==> src/rtl/stid_pkg.sv <==
// types and codes shared by the sorted table core and its checker
`timescale 1ns / 1ps

package stid_pkg;

   // fixed field widths of the request and response beats
   localparam int VALUE_W  = 32;
   localparam int INDEX_W  = 6;
   localparam int COUNT_W  = 7;
   localparam int REQ_W    = 2;
   localparam int STATUS_W = 2;

   typedef logic [REQ_W-1:0]    req_code_type;
   typedef logic [STATUS_W-1:0] status_type;

   // request codes
   localparam req_code_type REQ_INSERT = 2'd0;
   localparam req_code_type REQ_DELETE = 2'd1;
   localparam req_code_type REQ_READ   = 2'd2;

   // response status codes
   localparam status_type STATUS_OK        = 2'd0;
   localparam status_type STATUS_NOT_FOUND = 2'd1;
   localparam status_type STATUS_FULL      = 2'd2;
   localparam status_type STATUS_RANGE     = 2'd3;

endpackage

==> src/rtl/sorted_table_insert_delete_core.sv <==
// Sorted table core: keeps up to DEPTH signed 32-bit values in ascending order in a
// synchronous memory with one read and one write port. An insert walks down from the
// top entry, moving each larger entry up one place before dropping the value in; a
// delete scans up from entry 0 for the first equal value and then moves the entries
// above it down one place; a read fetches one entry. Every visited entry takes a memory
// read and then a compare and, where an entry moves, a write back, since the read port
// is registered. An insert stops at a smaller or equal entry or at entry 0. A full
// insert, a delete on an empty table, an out-of-range read or an unused request goes
// straight to the response. One request is worked on at a time; a finished response
// waits in an output register, and a new request is taken meanwhile. The memory needs
// no clearing after reset: only entries below the count are ever used.
`timescale 1ns / 1ps

module sorted_table_insert_delete_core #(
   parameter int DEPTH = 64
) (
   input  logic                                 clock,
   input  logic                                 reset,
   // request channel
   input  logic                                 req_valid,
   output logic                                 req_stall,
   input  stid_pkg::req_code_type               req_type,
   input  logic signed [stid_pkg::VALUE_W-1:0]  req_value,
   input  logic [stid_pkg::INDEX_W-1:0]         req_index,
   // response channel
   output logic                                 rsp_valid,
   input  logic                                 rsp_stall,
   output stid_pkg::status_type                 rsp_status,
   output logic signed [stid_pkg::VALUE_W-1:0]  rsp_read_value,
   output logic [stid_pkg::COUNT_W-1:0]         rsp_count
);

   localparam int AW = $clog2(DEPTH);
   localparam int CW = $clog2(DEPTH + 1);
   localparam int XW = (CW > stid_pkg::INDEX_W) ? CW : stid_pkg::INDEX_W;
   localparam int VW = stid_pkg::VALUE_W;

   // sequencer states
   localparam logic [3:0] S_IDLE    = 4'd0;
   localparam logic [3:0] S_INS_RD  = 4'd1;
   localparam logic [3:0] S_INS_CHK = 4'd2;
   localparam logic [3:0] S_INS_PUT = 4'd3;
   localparam logic [3:0] S_DEL_RD  = 4'd4;
   localparam logic [3:0] S_DEL_CHK = 4'd5;
   localparam logic [3:0] S_SH_RD   = 4'd6;
   localparam logic [3:0] S_SH_CHK  = 4'd7;
   localparam logic [3:0] S_RD_WAIT = 4'd8;
   localparam logic [3:0] S_PUSH    = 4'd9;

   logic [3:0]                 state_ff, state_in;
   logic [CW-1:0]              cnt_ff, cnt_in;
   logic [CW-1:0]              ptr_ff, ptr_in;
   logic signed [VW-1:0]       val_ff, val_in;
   stid_pkg::status_type       status_ff, status_in;
   logic signed [VW-1:0]       data_ff, data_in;

   logic                       rsp_valid_ff, rsp_valid_in;
   stid_pkg::status_type       rsp_status_ff, rsp_status_in;
   logic signed [VW-1:0]       rsp_read_value_ff, rsp_read_value_in;
   logic [stid_pkg::COUNT_W-1:0] rsp_count_ff, rsp_count_in;

   // table memory
   logic signed [VW-1:0]       mem [DEPTH];
   logic signed [VW-1:0]       mem_rdata_ff;
   logic                       mem_we;
   logic [AW-1:0]              mem_waddr;
   logic [AW-1:0]              mem_raddr;
   logic signed [VW-1:0]       mem_wdata;

   logic [CW-1:0]              ptr_nxt;
   logic [CW-1:0]              ptr_nxt2;
   logic [XW-1:0]              idx_x;
   logic [XW-1:0]              cnt_x;

   assign ptr_nxt  = ptr_ff + CW'(1);
   assign ptr_nxt2 = ptr_ff + CW'(2);
   assign idx_x    = XW'(req_index);
   assign cnt_x    = XW'(cnt_ff);

   // sequencer and datapath next values
   always_comb begin
      state_in          = state_ff;
      cnt_in            = cnt_ff;
      ptr_in            = ptr_ff;
      val_in            = val_ff;
      status_in         = status_ff;
      data_in           = data_ff;
      rsp_valid_in      = rsp_valid_ff && rsp_stall;
      rsp_status_in     = rsp_status_ff;
      rsp_read_value_in = rsp_read_value_ff;
      rsp_count_in      = rsp_count_ff;
      mem_we            = 1'b0;
      mem_waddr         = ptr_ff[AW-1:0];
      mem_wdata         = val_ff;
      mem_raddr         = ptr_ff[AW-1:0];

      unique case (state_ff)
         S_IDLE: begin
            if (req_valid) begin
               val_in    = req_value;
               status_in = stid_pkg::STATUS_OK;
               data_in   = '0;
               unique case (req_type)
                  stid_pkg::REQ_INSERT: begin
                     if (cnt_ff >= CW'(DEPTH)) begin
                        status_in = stid_pkg::STATUS_FULL;
                        state_in  = S_PUSH;
                     end else if (cnt_ff == '0) begin
                        ptr_in   = '0;
                        state_in = S_INS_PUT;
                     end else begin
                        ptr_in   = cnt_ff;
                        state_in = S_INS_RD;
                     end
                  end
                  stid_pkg::REQ_DELETE: begin
                     if (cnt_ff == '0) begin
                        status_in = stid_pkg::STATUS_NOT_FOUND;
                        state_in  = S_PUSH;
                     end else begin
                        ptr_in   = '0;
                        state_in = S_DEL_RD;
                     end
                  end
                  stid_pkg::REQ_READ: begin
                     if (idx_x < cnt_x) begin
                        mem_raddr = AW'(req_index);
                        state_in  = S_RD_WAIT;
                     end else begin
                        status_in = stid_pkg::STATUS_RANGE;
                        state_in  = S_PUSH;
                     end
                  end
                  default: begin
                     state_in = S_PUSH;
                  end
               endcase
            end
         end

         // insert: fetch the entry below the hole
         S_INS_RD: begin
            mem_raddr = AW'(ptr_ff - CW'(1));
            state_in  = S_INS_CHK;
         end

         // insert: move a larger entry up, or drop the value into the hole
         S_INS_CHK: begin
            mem_we = 1'b1;
            if (mem_rdata_ff > val_ff) begin
               mem_wdata = mem_rdata_ff;
               ptr_in    = ptr_ff - CW'(1);
               state_in  = (ptr_ff == CW'(1)) ? S_INS_PUT : S_INS_RD;
            end else begin
               cnt_in   = cnt_ff + CW'(1);
               state_in = S_PUSH;
            end
         end

         S_INS_PUT: begin
            mem_we   = 1'b1;
            cnt_in   = cnt_ff + CW'(1);
            state_in = S_PUSH;
         end

         // delete: scan for the first equal entry
         S_DEL_RD: begin
            state_in = S_DEL_CHK;
         end

         S_DEL_CHK: begin
            if (mem_rdata_ff == val_ff) begin
               if (ptr_nxt < cnt_ff) begin
                  state_in = S_SH_RD;
               end else begin
                  cnt_in   = cnt_ff - CW'(1);
                  state_in = S_PUSH;
               end
            end else if (ptr_nxt < cnt_ff) begin
               ptr_in   = ptr_nxt;
               state_in = S_DEL_RD;
            end else begin
               status_in = stid_pkg::STATUS_NOT_FOUND;
               state_in  = S_PUSH;
            end
         end

         // delete: close the gap one entry at a time
         S_SH_RD: begin
            mem_raddr = ptr_nxt[AW-1:0];
            state_in  = S_SH_CHK;
         end

         S_SH_CHK: begin
            mem_we    = 1'b1;
            mem_wdata = mem_rdata_ff;
            ptr_in    = ptr_nxt;
            if (ptr_nxt2 < cnt_ff) begin
               state_in = S_SH_RD;
            end else begin
               cnt_in   = cnt_ff - CW'(1);
               state_in = S_PUSH;
            end
         end

         S_RD_WAIT: begin
            data_in  = mem_rdata_ff;
            state_in = S_PUSH;
         end

         // hand the result to the output register once it is free
         S_PUSH: begin
            if (!rsp_valid_ff || !rsp_stall) begin
               rsp_valid_in      = 1'b1;
               rsp_status_in     = status_ff;
               rsp_read_value_in = data_ff;
               rsp_count_in      = stid_pkg::COUNT_W'(cnt_ff);
               state_in          = S_IDLE;
            end
         end

         default: begin
            state_in = S_IDLE;
         end
      endcase
   end

   // control registers
   always_ff @(posedge clock) begin
      if (reset) begin
         state_ff     <= S_IDLE;
         cnt_ff       <= '0;
         rsp_valid_ff <= 1'b0;
      end else begin
         state_ff     <= state_in;
         cnt_ff       <= cnt_in;
         rsp_valid_ff <= rsp_valid_in;
      end
   end

   // payload registers
   always_ff @(posedge clock) begin
      ptr_ff            <= ptr_in;
      val_ff            <= val_in;
      status_ff         <= status_in;
      data_ff           <= data_in;
      rsp_status_ff     <= rsp_status_in;
      rsp_read_value_ff <= rsp_read_value_in;
      rsp_count_ff      <= rsp_count_in;
   end

   // memory port
   always_ff @(posedge clock) begin
      if (mem_we) begin
         mem[mem_waddr] <= mem_wdata;
      end
      mem_rdata_ff <= mem[mem_raddr];
   end

   assign req_stall      = (state_ff != S_IDLE);
   assign rsp_valid      = rsp_valid_ff;
   assign rsp_status     = rsp_status_ff;
   assign rsp_read_value = rsp_read_value_ff;
   assign rsp_count      = rsp_count_ff;

endmodule

==> config.mk <==
export PLATFORM = sky130hd
export DESIGN_NAME = sorted_table_insert_delete_core
export DESIGN_NICKNAME = d
export VERILOG_FILES = /design/src/rtl/stid_pkg.sv /design/src/rtl/sorted_table_insert_delete_core.sv
export SDC_FILE = /design/constraint.sdc
export NUM_CORES = 2
export LEC_CHECK = 0
export BUFFER_PORTS_ARGS = -buffer_cell sky130_fd_sc_hd__buf_2
export CAP_MARGIN = 20
export CORE_UTILIZATION = 60
export CTS_CLUSTER_SIZE = 40
export DETAILED_ROUTE_END_ITERATION = 12
export PLACE_DENSITY = 0.76
export SYNTH_ARGS = -nofsm -noshare
export SYNTH_HDL_FRONTEND = slang
export SYNTH_SLANG_ARGS = --single-unit
==> constraint.sdc <==
create_clock -name clock -period 5.5 [get_ports clock]
set_input_delay 0.55 -clock clock [delete_from_list [all_inputs] [get_ports clock]]
set_output_delay 0.55 -clock clock [all_outputs]
set_load 0.005 [all_outputs]
==> impl_results.md <==
* Top Metal Used: met5
* Slew @ Worst Pin at 1.23 ns
* Worst vdd ir at roughly 560 uV
* Critical Path Stages at 12
* Placed instance area at 92000 sq um
* Flops & latches, synth at roughly 2200
* Hold Violations, Final at 0
* Clock Pin Slew Worst Setup and Hold Paths at 0.06 ns
* Number of I/O pins at 87
* CTS sink cnt at 2206
* R2R depth at 12
* Pleak at 33.5 nW
* Crit path max-delay family: simple AND/OR/NAND/NOR gates
* Htree depth at 4
* Fin crit share at 92.4%
* Starting Density at 60.7%
* Max_slew headroom at ~18%
* Final setup viols at 0
* Critical-path top delay cell: o41ai_1
* Clk_skew at 0.0387 ns
* Ys Warns at 0
* Post-Route WL at 239000 um
* TNS Setup at 0 ns
* Worst skew pair latency at 0.85 ns
* Mapped Area at 87500 sq um
* Core Region at 144000 sq um
* Pwr dens at 591 nW/um^2
* Critical path endpoint category: flip-flop
* CP Max Fanout at 61
* Worst-path cell chain: nor4_4, nand3_1, a211oi_2, nand2_1, nand2_8, buf_4, buf_12, mux2i_1, a221oi_1, o41ai_1, buf_4, nand4bb_1
* Total GRT Usage at 32.3%
* Buffers added on ports at 86
* DR vias at around 54000
* RSZ-0062 raised after global routing: false
* DR WL met2 at 107000 um
* Post-synth top flop: edfxtp_1
* Die Wd at 384 um
* Share of layout cells above drive strength 1 at 13.3%
* Hold crit path type: input pin to flip-flop
* Netlist cell types at 69
* Final ANT Viol Nets at 0
* Cell Rows at 139
* Arrival @ worst endpoint at about 5.8 ns
* Outcome: completed
* WHS Path Cells at 2
* Drt via density at ~7
* WL met3 at between 30000 and 40000 um
* DRT iter0 DRCs at 7997
* Required @ worst endpoint at approximately 6.2 ns
* Crit path launch type: flip-flop
* Worst path max stage delay at 0.74 ns
* Max Root-Sink Buffers at 3
* Synth async-reset ratio at 0%
* Routed len/inst at ~30 um
* Syn Area/Cell at approximately 15 sq um
* GR Overflow Total at 0
* First drt pass iteration count at 5
* Most used cell, CP: buf_4
* Syn_nets at around 5800
* RD Place Congestion at 0.903
* Fin crit period at around 5.1 ns
* Largest net degree at the start of global routing at 141
* Syn Inst Count at 5703
* Kind of critical path: flip-flop to flip-flop
* HPWL after DPL at 133000 um
* Initial antenna violation count at 11
* Post-CTS Resized at 0
* Max Slew Vio Count at 0
* Max Freq at ~200 MHz
* Final Instance Area at approximately 99000 sq um
* Root buf cell: clkbuf_16
* First-pass GRT wire length at between 300000 and 400000 um
* EDFF count, synth at approximately 2200
* Buffers & Inverters on Critical Path at 3
* Met1 Routed Length at 86800 um
* Die Area at 147000 sq um
* Num CTS Buffers at 206
* CTS tree: yes
* Vias in the first global route at 52000
* Max cap viols at 0
* Layout area overhead at 13.5%
* DRC violations left at 0
* Die height at 384 um
* Post-synthesis sequential area ratio at 75.2%
* Total Nets Final at 6017
==> where the power goes <==
group          switching [mW]  total [mW]  internal (mW)
sequential              0.643        21.8           21.2
clock                    6.20        14.6           8.41
combinational            15.4        22.3           6.92
==> area by class of cell <==
class | count | area (sq um)
fillers | 8867 | 44800
inverters | 50 | 188
well taps | 1903 | 2380
diodes | 4 | 10.0
clock buffers | 274 | 5590
repair buffers | 406 | 3600
flip-flops and latches | 2206 | 65800
clock inverters | 107 | 1370
multi-input cells | 3040 | 20400
==> worst reg2reg max path, stage by stage, from the launching register on <==
cell and delay [ns]:
dfxtp_2 0.62, nor4_4 0.55, nand3_1 0.17, a211oi_2 0.53, nand2_1 0.33, nand2_8 0.47
buf_4 0.39, buf_12 0.34, mux2i_1 0.33, a221oi_1 0.12, o41ai_1 0.74, buf_4 0.24
nand4bb_1 0.09
==> layout by cell type, fill, tap and decap left out, drive strengths merged, types with 9 or more instances in the layout <==
cell,count
a221o,134
a32oi,127
a31oi,68
o21ai,79
dfxtp,44
o41ai,64
and2,38
edfxtp,2162
nand3,12
a21oi,539
mux2i,386
dlygate4sd3,32
nand2,897
nand4bb,32
a211oi,9
a22oi,66
ha,62
bufinv,26
a21o,54
xor2,10
inv,60
nand4,9
a221oi,260
buf,374
clkbuf,274
clkinv,66
nor2,104
==> metrics by stage <==
stage | util, % | setup slack, ns | std cells | power [mW] | hold slack (ns)
floorplan | - | 1.48 | 5703 | 35.5 | 0.400
global placement | 63.8 | 0.193 | 7571 | 43.1 | 0.400
detailed placement | 63.8 | 0.534 | 7573 | 43.7 | 0.405
CTS | 68.9 | 0.485 | 7986 | 58.3 | 0.00823
global route | 68.9 | 0.297 | 7987 | 60.6 | 0.0300
finish | 68.9 | 0.419 | 7990 | 58.7 | 0.0465
==> state kept, by name, summed over array words and instances (netlist names) <==
name            cells
mem              2048
data_ff            32
mem_rdata_ff       32
rsp_read_value     32
val_ff             32
cnt_ff              7
ptr_ff              7
rsp_count           7
state_ff            4
rsp_status          2
status_ff           2
rsp_valid           1
==> synthesized netlist by cell type, types with 68 or more instances <==
cell type	instances	area, sq um
edfxtp_1	2162	64900
nand2_1	896	3360
a21oi_1	539	2700
mux2i_1	386	3860
a221oi_1	260	2280
clkbuf_1	250	938
a221o_1	134	1340
a32oi_1	127	1110
nor2_1	104	390
buf_2	99	495
o21ai_0	78	390
a31oi_1	68	425
==> kinds of logic after synthesis <==
logic type | synth area share (%)
and+or+nand+nor | 5.46
DFF | 75.2
xor gates and xnor gates | 0.180
buffers and inverters | 2.24
AOI/OAI and AO/OA | 11.6
adders and majority gates | 0.909
muxes | 4.42
==> worst paths after layout <==
| path | start | endpoint | slack (ns) |
|---|---|---|---|
| worst max-delay path | state_ff[0] | mem_rdata_ff[24] | 0.42 |
| worst max register to register | state_ff[0] | mem_rdata_ff[24] | 0.42 |
| worst min register to register | data_ff[3] | rsp_read_value[3] | 0.42 |
| worst min-delay path | reset | cnt_ff[5] | 0.05 |
==> routing by layer <==
layer / vias up / track usage, %
met2: 4007 / 48.7
met1: 26900 / 44.6
met4: 10 / 16.8
met3: 642 / 7.03
li1: 22900 / -
met5: - / 0
==> what timing repair did <==
action                                 in CTS  in global routing
setup buffers                               0                  0
endpoints found under the hold margin      32                  0
hold buffers                               32                  0
No activity file was read; power rests on OpenSTA's default activity.
